### src/rtl/cdq_pkg.sv
// Shared types and constants for the circular deque.
package cdq_pkg;

    localparam int DEPTH = 16;
    localparam int IDX_W = $clog2(DEPTH);
    localparam int OCC_W = $clog2(DEPTH + 1);
    localparam int DATA_W = 32;

    typedef enum logic [1:0] {
        OP_PUSH_FRONT = 2'd0,
        OP_PUSH_REAR  = 2'd1,
        OP_POP_FRONT  = 2'd2,
        OP_POP_REAR   = 2'd3
    } opcode_t;

    typedef enum logic [1:0] {
        ST_OK        = 2'd0,
        ST_OVERFLOW  = 2'd1,
        ST_UNDERFLOW = 2'd2
    } status_t;

    typedef struct packed {
        opcode_t                   opcode;
        logic signed [DATA_W-1:0]  push_value;
    } req_word_t;

    typedef struct packed {
        logic signed [DATA_W-1:0]  pop_value;
        logic [1:0]                status;
        logic [OCC_W-1:0]          occupancy;
    } rsp_word_t;

endpackage

### src/rtl/circular_deque.sv
// Double-ended queue over a circular single-port store of signed words.
//
// Request channel (req_valid, req_stall, req): one word per operation, an
// opcode (push front, push rear, pop front, pop rear) and the value to push.
// Response channel (rsp_valid, rsp_stall, rsp): one word per request, in
// order, with the popped value (zero unless a pop succeeds), a status (ok,
// overflow on a push into a full deque, underflow on a pop from an empty
// one) and the number of stored words after the operation.
// A word moves at a rising edge where valid is high and stall is low.
//
// A push or a failed pop answers in the cycle after acceptance; a
// successful pop answers through the store's registered read port and
// then the response register. Pushes and failed pops run at one
// per cycle while the receiver does not stall; a successful pop holds off
// new requests while its read is in flight.
// The response register holds a finished word while the receiver stalls,
// and a new request is taken as soon as that word leaves.
// Reset empties the deque (both pointers to zero); store contents are not
// cleared and are only read after a push has written them.
module circular_deque
(
    input  logic              clk,
    input  logic              rst_n,
    input  logic              req_valid,
    output logic              req_stall,
    input  cdq_pkg::req_word_t req,
    output logic              rsp_valid,
    input  logic              rsp_stall,
    output cdq_pkg::rsp_word_t rsp
);

    logic signed [cdq_pkg::DATA_W-1:0] mem [cdq_pkg::DEPTH];
    logic signed [cdq_pkg::DATA_W-1:0] rd_data_reg;

    logic [cdq_pkg::IDX_W-1:0] head_reg, head_next;
    logic [cdq_pkg::IDX_W-1:0] tail_reg, tail_next;
    logic [cdq_pkg::OCC_W-1:0] count_reg, count_next;

    logic                      pend_reg;
    logic [cdq_pkg::OCC_W-1:0] pend_occ_reg;

    logic                      rsp_valid_reg, rsp_valid_next;
    cdq_pkg::rsp_word_t        rsp_reg, rsp_next;

    logic                      accept;
    logic                      is_empty;
    logic                      is_full;
    logic                      pop_ok;
    logic                      mem_we;
    logic [cdq_pkg::IDX_W-1:0] mem_addr;
    logic                      rsp_free;

    localparam logic [cdq_pkg::IDX_W-1:0] IDX_LAST = cdq_pkg::IDX_W'(cdq_pkg::DEPTH - 1);
    localparam logic [cdq_pkg::OCC_W-1:0] OCC_FULL = cdq_pkg::OCC_W'(cdq_pkg::DEPTH);

    function automatic logic [cdq_pkg::IDX_W-1:0] step_up(input logic [cdq_pkg::IDX_W-1:0] i);
        step_up = (i == IDX_LAST) ? '0 : i + 1'b1;
    endfunction

    function automatic logic [cdq_pkg::IDX_W-1:0] step_down(input logic [cdq_pkg::IDX_W-1:0] i);
        step_down = (i == '0) ? IDX_LAST : i - 1'b1;
    endfunction

    assign rsp_free  = !rsp_valid_reg || !rsp_stall;
    assign req_stall = pend_reg || !rsp_free;
    assign accept    = req_valid && !req_stall;
    assign is_empty  = (count_reg == '0);
    assign is_full   = (count_reg == OCC_FULL);

    // Pointer update and store access for the accepted operation
    always_comb
    begin
        head_next  = head_reg;
        tail_next  = tail_reg;
        count_next = count_reg;
        mem_we     = 1'b0;
        mem_addr   = head_reg;
        pop_ok     = 1'b0;
        rsp_next   = '{pop_value: '0, status: cdq_pkg::ST_OK, occupancy: count_reg};
        if (accept)
        begin
            unique case (req.opcode) inside
                cdq_pkg::OP_PUSH_FRONT, cdq_pkg::OP_PUSH_REAR:
                begin
                    if (is_full)
                    begin
                        rsp_next.status = cdq_pkg::ST_OVERFLOW;
                    end
                    else
                    begin
                        mem_we     = 1'b1;
                        count_next = count_reg + 1'b1;
                        if (is_empty)
                        begin
                            head_next = '0;
                            tail_next = '0;
                            mem_addr  = '0;
                        end
                        else if (req.opcode == cdq_pkg::OP_PUSH_FRONT)
                        begin
                            head_next = step_down(head_reg);
                            mem_addr  = head_next;
                        end
                        else
                        begin
                            tail_next = step_up(tail_reg);
                            mem_addr  = tail_next;
                        end
                        rsp_next.occupancy = count_next;
                    end
                end
                cdq_pkg::OP_POP_FRONT, cdq_pkg::OP_POP_REAR:
                begin
                    if (is_empty)
                    begin
                        rsp_next.status = cdq_pkg::ST_UNDERFLOW;
                    end
                    else
                    begin
                        pop_ok     = 1'b1;
                        count_next = count_reg - 1'b1;
                        mem_addr   = (req.opcode == cdq_pkg::OP_POP_FRONT) ? head_reg : tail_reg;
                        if (head_reg == tail_reg)
                        begin
                            head_next = '0;
                            tail_next = '0;
                        end
                        else if (req.opcode == cdq_pkg::OP_POP_FRONT)
                        begin
                            head_next = step_up(head_reg);
                        end
                        else
                        begin
                            tail_next = step_down(tail_reg);
                        end
                    end
                end
                default:
                begin
                end
            endcase
        end
    end

    // Response register: load on a direct answer or when the pop read returns
    always_comb
    begin
        rsp_valid_next = rsp_valid_reg && rsp_stall;
        if (pend_reg)
        begin
            rsp_valid_next = 1'b1;
        end
        else if (accept && !pop_ok)
        begin
            rsp_valid_next = 1'b1;
        end
    end

    always_ff @(posedge clk)
    begin
        if (mem_we)
        begin
            mem[mem_addr] <= req.push_value;
        end
        if (pop_ok)
        begin
            rd_data_reg <= mem[mem_addr];
        end
    end

    always_ff @(posedge clk)
    begin
        if (pend_reg)
        begin
            rsp_reg <= '{pop_value: rd_data_reg, status: cdq_pkg::ST_OK,
                         occupancy: pend_occ_reg};
        end
        else if (accept && !pop_ok)
        begin
            rsp_reg <= rsp_next;
        end
        if (pop_ok)
        begin
            pend_occ_reg <= count_next;
        end
    end

    always_ff @(posedge clk or negedge rst_n)
    begin
        if (!rst_n)
        begin
            head_reg      <= '0;
            tail_reg      <= '0;
            count_reg     <= '0;
            pend_reg      <= 1'b0;
            rsp_valid_reg <= 1'b0;
        end
        else
        begin
            head_reg      <= head_next;
            tail_reg      <= tail_next;
            count_reg     <= count_next;
            pend_reg      <= pop_ok;
            rsp_valid_reg <= rsp_valid_next;
        end
    end

    assign rsp_valid = rsp_valid_reg;
    assign rsp       = rsp_reg;

endmodule
### config.mk
export PLATFORM = sky130hd
export DESIGN_NAME = circular_deque
export DESIGN_NICKNAME = d
export VERILOG_FILES = /design/src/rtl/cdq_pkg.sv /design/src/rtl/circular_deque.sv
export SDC_FILE = /design/constraint.sdc
export NUM_CORES = 1
export LEC_CHECK = 0
export ABC_AREA = 1
export BUFFER_PORTS_ARGS = -buffer_cell sky130_fd_sc_hd__buf_2
export CORE_MARGIN = 2
export CORE_UTILIZATION = 43
export CTS_BUF_LIST = sky130_fd_sc_hd__clkbuf_2 sky130_fd_sc_hd__clkbuf_4 sky130_fd_sc_hd__clkbuf_8
export CTS_CLUSTER_DIAMETER = 100
export DETAILED_ROUTE_END_ITERATION = 12
export MAX_ROUTING_LAYER = met4
export PLACE_DENSITY_LB_ADDON = 0.25
export SETUP_SLACK_MARGIN = 0.02
export SLEW_MARGIN = 10
export SYNTH_ARGS = -nofsm -noshare
export SYNTH_HDL_FRONTEND = slang
export SYNTH_SLANG_ARGS = --single-unit
### constraint.sdc
create_clock -name clk -period 11.3 [get_ports clk]
set_input_delay 1.13 -clock clk [delete_from_list [all_inputs] [get_ports clk]]
set_output_delay 1.13 -clock clk [all_outputs]
set_load 0.02 [all_outputs]
Word level (Yosys, flattened, before mapping)
Memory sizes are Yosys's and may differ from the RTL's. A register that Yosys moved wholly into a read port is not among the register bits.
Cells that the tools add are included.
Widths: inputs -> output; s select.
{ "op_classes": {"add_sub_neg": 6, "n_eq_ne": 13, "muxes": 46, "n_reduce_logical": 20} }
{ "ops": {"columns": ["cell", "count"], "rows": [
  ["$mux 4", 22],
  ["$mux 39", 2],
  ["$pmux 4 s2", 3],
  ["$mux 5", 4],
  ["$ne 3x3->1 const B", 4],
  ["$reduce_and 6->1", 2],
  ["$mux 1", 11],
  ["$pmux 5 s2", 1],
  ["$add 4x1->4 const B", 2],
  ["$eq 4x4->1 const B", 2],
  ["$logic_not 4->1", 2],
  ["$sub 4x1->4 const B", 2],
  ["$mux 7", 1],
  ["$add 5x1->5 const B", 1],
  ["$eq 5x5->1 const B", 1],
  ["$logic_not 1->1", 5],
  ["$logic_not 5->1", 1],
  ["$sub 5x1->5 const B", 1],
  ["$eq 2x2->1 const B", 2],
  ["$eq 4x4->1", 1],
  ["$ne 2x2->1 const B", 2],
  ["$pmux 2 s2", 1],
  ["$reduce_bool 2->1", 2],
  ["$reduce_or 2->1", 2],
  ["5 further kinds", 8]
]} }
{ "word_totals": {"ff_bits": 59, "ramBits": 512, "inputBits": 38, "n_memories": 1} }
{ "memory_table": {"columns": ["memory", "depth", "word_bits", "rd", "rd_ports_with_merged_regs", "write_ports", "line", "rtl"], "rows": [
  ["mem", 16, 32, 1, 1, 1, "circular_deque.sv:32", "logic signed [cdq_pkg::DATA_W-1:0] mem [cdq_pkg::DEPTH];"]
]} }

Depth between registers and ports, before layout
Gate-level depths: netlist (run 1).
{ "logic_depth": {"depth_word": 11, "ltp_mapped": 18, "depth_no_buf": 16} }

Worst setup path after synthesis (run 1)
OpenSTA, ideal clock, no wires.
{ "synth_timing": {"kind": "in2reg", "start": "input port req[33] (netlist name)", "end": "memory mem[4][0] (netlist name), enable pin", "setup_time_ns": 0.421, "t_arrival_ns": 4.626, "required_ns": 10.879, "setup_slack_ns": 6.253, "cell_stages": 10, "path_cell_list": "buf_2 -> nand2_2 -> nor2_2 -> nand3_1 -> nand2_1 -> a21oi_2 -> nor2_2 -> buf_2 -> inv_2 -> nor2_1"} }
{ "synth_between": {"elab_chain_len": 6, "elab_cells_between_ends": 17, "classes_between": "3 x eq/ne; 11 x mux; 3 x reduce/logical"} }
{ "synth_rtl": {"columns": ["item", "line", "rtl"], "rows": [
  ["from (decl)", "circular_deque.sv:26", "input cdq_pkg::req_word_t req,"],
  ["$logic_not 2->1 or $eq 2x1->1 (tied branches)", null, null],
  ["$mux 4 or $reduce_or 2->1 (tied branches)", "circular_deque.sv:99, circular_deque.sv:82", null],
  ["$mux 4 or $mux 1 (tied branches)", "circular_deque.sv:93, circular_deque.sv:82", null],
  ["$mux 4 or $mux 1 (tied branches)", "circular_deque.sv:85, circular_deque.sv:80", null],
  ["$pmux 4 s2 or $mux 1 (tied branches)", "circular_deque.sv:82, circular_deque.sv:161", null],
  ["$mux 4 or $mux 1 (tied branches)", "circular_deque.sv:80, circular_deque.sv:163", null],
  ["to (decl)", "circular_deque.sv:32", null]
]} }
Parallel ways exist; a longest one is shown, timed or not.

Final worst setup path (run 1)
{ "layout_timing": {"start": "register pend_reg", "end": "register rd_data_reg[10] (netlist name), read port of mem, data pin"} }
{ "layout_between": {"elab_chain_len": 4, "elab_cells_between_ends": 5, "classes_between": "2 x mux; 3 x reduce/logical"} }
{ "layout_rtl": {"columns": ["item", "line", "rtl"], "rows": [
  ["from (decl)", "circular_deque.sv:39", "logic pend_reg;"],
  ["from (signal assigned)", "circular_deque.sv:203", "pend_reg <= pop_ok;"],
  ["$logic_or 1x1->1 (*)", "circular_deque.sv:65", "assign req_stall = pend_reg || !rsp_free;"],
  ["$logic_not 1->1 (*)", "circular_deque.sv:66", "assign accept = req_valid && !req_stall;"],
  ["$logic_and 1x1->1 (*)", "circular_deque.sv:66", null],
  ["$mux 4 or $mux 1 (tied branches)", "circular_deque.sv:80", "if (accept)"],
  ["to (decl)", "circular_deque.sv:33", "logic signed [cdq_pkg::DATA_W-1:0] rd_data_reg;"]
]} }
Mark *: on every way between the ends. The rest lies on a longest branch, timed or not.
A chain may end at the register's enable or synchronous reset.

==> results of run 1 <==
## cell type report
class | instances | share of cell area [%]
flip-flops and latches | 603 | 62.0
well taps | 782 | 3.37
diodes | 1 | 0.00861
clock buffers | 138 | 5.81
clock inverters | 43 | 0.780
multi-input cells | 1610 | 23.7
repair buffers | 103 | 2.66
inverters | 130 | 1.68
## routing by layer
metal | share of wire, % | global-route usage, % | wire length [um] | vias to the layer above
li1 | - | - | - | 8363
met5 | 0 | - | 0 | -
met4 | 2.1 | 6.57 | 1360 | 0
met2 | 48 | 36.2 | 31900 | 539
met3 | 5.6 | 3.44 | 3680 | 99
met1 | 44 | 28.3 | 28900 | 8613
## cell usage after synthesis
cell	n
o21ai_1	1
xor2_1	7
a21oi_1	9
nand2_1	1221
nand3_2	2
nand4_1	7
dfrtp_1	15
inv_1	119
nand3_4	1
o21ai_0	16
buf_2	93
o211ai_1	5
clkbuf_4	1
buf_6	2
nand2_2	4
nor2_4	2
inv_2	11
nor2_2	5
buf_4	29
o22ai_1	5
ha_1	7
buf_1	2
clkbuf_1	8
o21bai_2	1
a32o_1	2
nor3_1	1
dfxtp_1	2
o31ai_1	2
xnor2_1	5
edfxtp_1	586
nand3_1	281
nor2_1	24
a21oi_2	2
## worst paths after layout
path	end	slack [ns]	cells after the start
worst max-delay path	rd_data_reg[10]	6.36	16
worst min-delay path	head_reg[2]	0.37	1
worst max register to register	rd_data_reg[10]	6.36	16
worst min register to register	rsp[29]	0.49	2
max in group asynchronous	pend_reg	10.62	1
min in group clk	rsp[29]	0.49	2
## through the flow
stage,area (sq um),worst slack (ns),total power [mW]
after detailed placement,27000,5.97,5.42
after global routing,29000,6.00,7.71
after floorplan,26000,6.25,4.71
final,29000,6.36,7.23
after CTS,28900,6.25,7.28
after global placement,26900,6.04,5.40
## kinds of logic (layout without fill, tap and decap cells)
family / after synthesis / after routing / share of synthesized area [%]
simple gates: 1548 / 1548 / 24.1
flops: 603 / 603 / 69.4
buf+inv: 265 / 414 / 4.77
compound gates: 43 / 43 / 1.01
xor+xnor: 12 / 12 / 0.405
fa+ha+maj: 7 / 7 / 0.337
other cells: 0 / 1 / 0
## power by group through the flow
stage,clock network [mW],logic [mW],registers [mW]
after floorplan,0,1.87,2.83
after global placement,0,2.57,2.83
after detailed placement,0,2.59,2.83
after CTS,1.90,2.60,2.79
after global routing,2.00,2.91,2.80
final,1.86,2.58,2.79
==> summary.txt, run 1 <==
Status
  • Status: finished clean

Finish
  • Final core utilization: 48.4%
  • Area Overhead vs Synth: 11.9%
  • Layout cells sized above 1: 11.5%
  • Commonest non-fill, non-tap cells in the layout: 1,220 x nand2_1, 586 x edfxtp_1, 281 x nand3_1, 119 x inv_1, 104 x clkbuf_8
  • Max FFs per register: 512
  • Commonest non-fill, non-tap cell in the layout: nand2_1
  • Multi-input gate area: 6880 sq um
  • Layout Cells excl Fill: 3,410
  • Nets: 2,594
  • FF+latch area: 18,000 sq um
  • Fillcell total: 5,459

Power
  • Combinational Power Share: 35.7%
  • Sequential share of power: 38.6%
  • Leak: 12.2 nW
  • Internal: 4.39 mW
  • Sw frac: 39.3%
  • NetSw: 2.84 mW
  • Peak supply drop: 0.204 mV
  • PwrDens: 249 nW/um^2
  • Clock power frac: 25.7%

STA
  • Final setup vio count: 0
  • RSZ-0062 raised after global routing: no
  • Hold Vio Cnt, Final: 0
  • Worst hold slack: 0.370 ns
  • Final cycle utilization of the critical path: 43.7%
  • Max Clk Rate: 0.202 GHz
  • Relative slew slack: 15.9%
  • Fin Setup TNS: 0 ns
  • Min Tclk post-route: 4.94 ns
  • Slew at the pin with the worst max-slew slack: 1.26 ns
  • Clk_skew: 0.0336 ns
  • Slew Limit Fails: 0

Critical path
  • CP bufs+invs: 4
  • Max FO, Critical Path: 110
  • Critical path cell sequence: inv_2 > nand3_4 > inv_2 > nand3_1 > nand2_1 > nand2_8 > nand3_4 > buf_4 > nand2_1 > nand2_1 > nand2_1 > nand2_1 > nand2_1 > nand2_1 > inv_1 > nand2_1
  • Largest stage delay, worst path: 0.99 ns
  • Worst path top cell family by delay: simple AND/OR/NAND/NOR gates
  • RR Startpoint: pend_reg
  • Crit. End Element: flip-flop
  • Crit-path most repeated cell: nand2_1
  • Slowest-stage cell, CP: dfrtp_2
  • Arrival @ worst endpoint: 5.37 ns
  • Crit path from: pend_reg
  • Worst setup SP type: flip-flop
  • Kind of critical path: reg2reg
  • Data required, critical path: 11.73 ns

Die
  • DIE AREA: 62,300 sq um
  • Core footprint: 60,000 sq um
  • Die X: 250 um
  • Die H: 250 um
  • IO Pins: 79
  • Initial core utilization: 43.2%
  • Row Count: 90

GRT
  • Antenna violations before repair: 1
  • Largest net degree at the start of global routing: 194
  • Total track usage: 22.0%
  • First-pass GRT wire length: 103,000 um
  • Vias in the first global route: 17,720
  • Total congestion overflow: 0

CTS
  • Post-cts sizing count: 0
  • CTS tree: built
  • Total CTS buffers: 101
  • Worst-case clock buffer depth: 3
  • Root Driver: clkbuf_8
  • Hold buffers post-CTS: 0
  • Worst-skew pair later-pin latency: 0.70 ns
  • CTS H-Tree Depth: 3
  • Postcts setup bufs: 0
  • Clock Sinks: 603
  • Worst-path clk slew: 0.06 ns

Logic synthesis
  • Top post-synthesis cells by area: edfxtp_1 68%, nand2_1 18%, nand3_1 5.4%, buf_2 1.8%, inv_1 1.7%
  • Ys Warns: 0
  • Syn_area_per_cell: 10.5 sq um
  • Register bit total from synthesis: 603
  • Sequential area share after synthesis: 69.4%
  • Cell taking the most area after synthesis: edfxtp_1
  • Synthesized cell area: 26,000 sq um
  • Synth cell types: 33
  • Fraction of post-synthesis cell area in the top cell type by area: 67.8%
  • Syn_nets: 2,523
  • Cells after Synth: 2,478

Place
  • Cell Count Post-Placement: 3,223
  • Port bufs: 78
  • Hpwl dp: 35,400 um
  • Placer Congestion: 0.863

Job
  • Max-Cap Viols: 0

Detailed routing
  • Detailed Routing Iterations Pass 1: 5
  • DRC viols: 0
  • Vias: 17,614
  • Via density: 5.17
  • Drt initial violations: 1,569
  • Final WL: 65,800 um
  • Routed Antenna Nets: 0
  • WL per Instance: 19.3 um

Worst hold path
  • Type of the worst min-delay path: in2async
(Power assumes the default switching activity.)
==> inputs of run 2 (changes only) <==
--- a/config.mk
+++ b/config.mk
@@ -5,7 +5,7 @@
 export SDC_FILE = /design/constraint.sdc
 export NUM_CORES = 1
 export LEC_CHECK = 0
-export ABC_AREA = 1
+export ABC_AREA = 0
 export BUFFER_PORTS_ARGS = -buffer_cell sky130_fd_sc_hd__buf_2
 export CORE_MARGIN = 2
 export CORE_UTILIZATION = 43
==> constraint.sdc (replaced) <==
create_clock -name clk -period 5.05 [get_ports clk]
set_input_delay 0.505 -clock clk [delete_from_list [all_inputs] [get_ports clk]]
set_output_delay 0.505 -clock clk [all_outputs]
set_load 0.02 [all_outputs]
==> run 2 against run 1 <==
  * Register-to-register slack lost 5.3 ns
  * Final area shrank 5.8%
  * First-iteration DRC count grew 29%
  * Sequential power grew 120%
  * Largest cell class unchanged
  * Critical path depth shrank 6
  * Worst hold slack lost 0.31 ns
  * Final cell count shrank 27%
  * Utilization grew 1.3 points
  * Synthesized cell count shrank 37%
  * Power grew 100%
==> summary.txt, run 2 <==
CTS
  • Worst-case clock buffer depth: 3
  • Postcts setup bufs: 0
  • CTS tree: built
  • Root Driver: clkbuf_8
  • Clock Sinks: 603
  • CTS H-Tree Depth: 3
  • Total CTS buffers: 99
  • Worst-skew pair later-pin latency: 0.70 ns
  • Worst-path clk slew: 0.06 ns

Critical path
  • Reg2Reg Setup Slack: 1.11 ns
  • R2R cell count: 10
  • Reg-to-Reg End: rd_data_reg[4]
  • Max FO, Critical Path: 73
  • Data required, critical path: 5.46 ns
  • Arrival @ worst endpoint: 4.35 ns
  • Crit. End Element: flip-flop
  • Worst setup SP type: flip-flop
  • RR Startpoint: count_reg[1]
  • Kind of critical path: reg2reg

Worst hold path
  • Type of the worst min-delay path: in2reg
  • Hold path cells: 3
  • WHS Endpoint: rsp_valid
  • Worst hold start: rsp_stall

STA
  • Slew at the pin with the worst max-slew slack: 1.11 ns
  • Post-route setup slack: 1.11 ns
  • Hold Vio Cnt, Final: 0
  • Fin Setup TNS: 0 ns
  • Clk_skew: 0.0356 ns
  • Final cycle utilization of the critical path: 78.0%
  • RSZ-0062 raised after global routing: no
  • Final setup vio count: 0
  • Min Tclk post-route: 3.94 ns
  • Max Clk Rate: 0.254 GHz
  • Relative slew slack: 26.2%
  • Slew Limit Fails: 0

Logic synthesis
  • Syn_nets: 1,596
  • Fraction of post-synthesis cell area in the top cell type by area: 73.4%
  • Ys Warns: 0
  • Top post-synthesis cells by area: edfxtp_1 73%, a32o_1 4.0%, o21ai_0 3.3%, a21oi_1 2.4%, nand3_1 2.1%
  • Most frequent cell after synthesis: edfxtp_1
  • Synth cell types: 65
  • Top post-synthesis cells by count: 586 x edfxtp_1, 158 x o21ai_0, 115 x a21oi_1
  • Syn_area_per_cell: 15.5 sq um
  • Post-synth EDFFs: 586
  • Cells after Synth: 1,551
  • Top FF cell, synth: edfxtp_1
  • Register bit total from synthesis: 603
  • Synthesized cell area: 24,000 sq um
  • Cell taking the most area after synthesis: edfxtp_1
  • Asr flop ratio synth: 2.49%
  • Sequential area share after synthesis: 75.1%

Finish
  • Commonest non-fill, non-tap cells in the layout: 586 x edfxtp_1, 158 x o21ai_0, 112 x a21oi_1, 101 x nand3_1, 100 x clkbuf_8
  • FF+latch area: 18,000 sq um
  • Nets: 1,695
  • Layout cells sized above 1: 20.1%
  • Fillcell total: 4,746
  • Multi-input gate area: 5540 sq um
  • Commonest non-fill, non-tap cell in the layout: edfxtp_1
  • Area Overhead vs Synth: 14.1%
  • Max FFs per register: 512

Detailed routing
  • WL per Instance: 25.9 um
  • Via density: 6.05
  • Routed Antenna Nets: 0
  • Drt initial violations: 2,022
  • Detailed Routing Iterations Pass 1: 9
  • Vias: 14,976
  • Final WL: 64,100 um
  • DRC viols: 0

Die
  • Core footprint: 55,100 sq um
  • DIE AREA: 57,700 sq um
  • Die X: 240 um
  • Row Count: 86
  • Initial core utilization: 43.5%
  • Die H: 240 um
  • IO Pins: 79

Place
  • Placer Congestion: 0.860
  • Hpwl dp: 35,000 um
  • Port bufs: 78
  • Pre-CTS setup slack: 1.14 ns

Job
  • Max-Cap Viols: 0

GRT
  • Largest net degree at the start of global routing: 101
  • Total congestion overflow: 0
  • Vias in the first global route: 14,787
  • First-pass GRT wire length: 95,500 um
  • Antenna violations before repair: 2
  • Total track usage: 23.1%

Power
  • Leak: 8.73 nW
  • PwrDens: 529 nW/um^2
  • Final Power: 14.5 mW
  • Peak supply drop: 0.505 mV

Status
  • Status: finished clean
-- run 2: worst max path at each step --
stage | startpoint | cells past startpoint | end | slack, ns
final | count_reg[1] | 10 | rd_data_reg[4] | 1.11
after global routing | count_reg[1] | 10 | rd_data_reg[30] | 0.86
after CTS | count_reg[1] | 10 | rd_data_reg[6] | 1.13
after detailed placement | rsp_stall | 10 | rd_data_reg[10] | 1.14
after global placement | rsp_stall | 9 | mem[5][16] | 1.16
after floorplan | count_reg[0] | 10 | mem[13][0] | 0.86
-- run 2: where the power goes --
part           switching (mW)  internal [mW]  total (mW)
Clock                    1.94           2.24        4.18
Combinational            2.80           1.34        4.14
Sequential              0.219           5.92        6.14
Total                    4.96           9.51        14.5
-- run 2: kinds of logic (layout without fill, tap and decap cells) --
group           Yosys count  count (layout)  share of synthesized area, %
flops                   603             603                          75.1
compound gates          530             530                          14.8
simple gates            224             224                          4.90
buf+inv                 141             318                          2.75
mux                      33              33                          1.54
xor+xnor                 13              13                         0.475
fa+ha+maj                 7               7                         0.365
other cells               0               1                             0
-- run 2: layout make-up --
class	count	area share [%]
inverter	12	0.165
antenna	1	0.00914
tap	748	3.42
timing repair buffer	127	3.33
sequential	603	65.8
clock buffer	139	6.10
multi-input combinational	807	20.2
clock inverter	40	0.924
-- run 2: metrics by stage --
step	hold slack, ns	utilization [%]	instance area, sq um	instances
global route	0.0571	49.7	27400	2477
finish	0.0644	49.7	27400	2477
global placement	0.453	46.2	25400	2296
floorplan	0.209	-	24000	1551
CTS	0.0220	49.7	27400	2476
detailed placement	0.458	46.2	25400	2296
-- run 2: worst max-delay path, cell delays in order, from the launching register on --
cell and delay (ns):
dfrtp_1 0.44, inv_1 0.10, ha_1 0.22, or3b_2 0.50, o211ai_1 0.24, o22a_4 0.25
buf_4 0.77, a21oi_4 0.31, buf_4 0.36, a222oi_1 0.28, o2111ai_1 0.14
-- run 2: repair_timing --
item                      4_1_cts  5_1_grt
hold endpoints to repair       15        0
resized for setup               0        0
hold buffers                    1        0
-- run 2: per-layer routing --
layer / GRT usage, % / up-vias / part of all wire [%]
li1: - / 6525 / -
met1: 31.3 / 7653 / 43
met2: 35.3 / 679 / 47
met3: 4.66 / 119 / 7.4
met4: 7.45 / 0 / 2.8
met5: - / - / 0
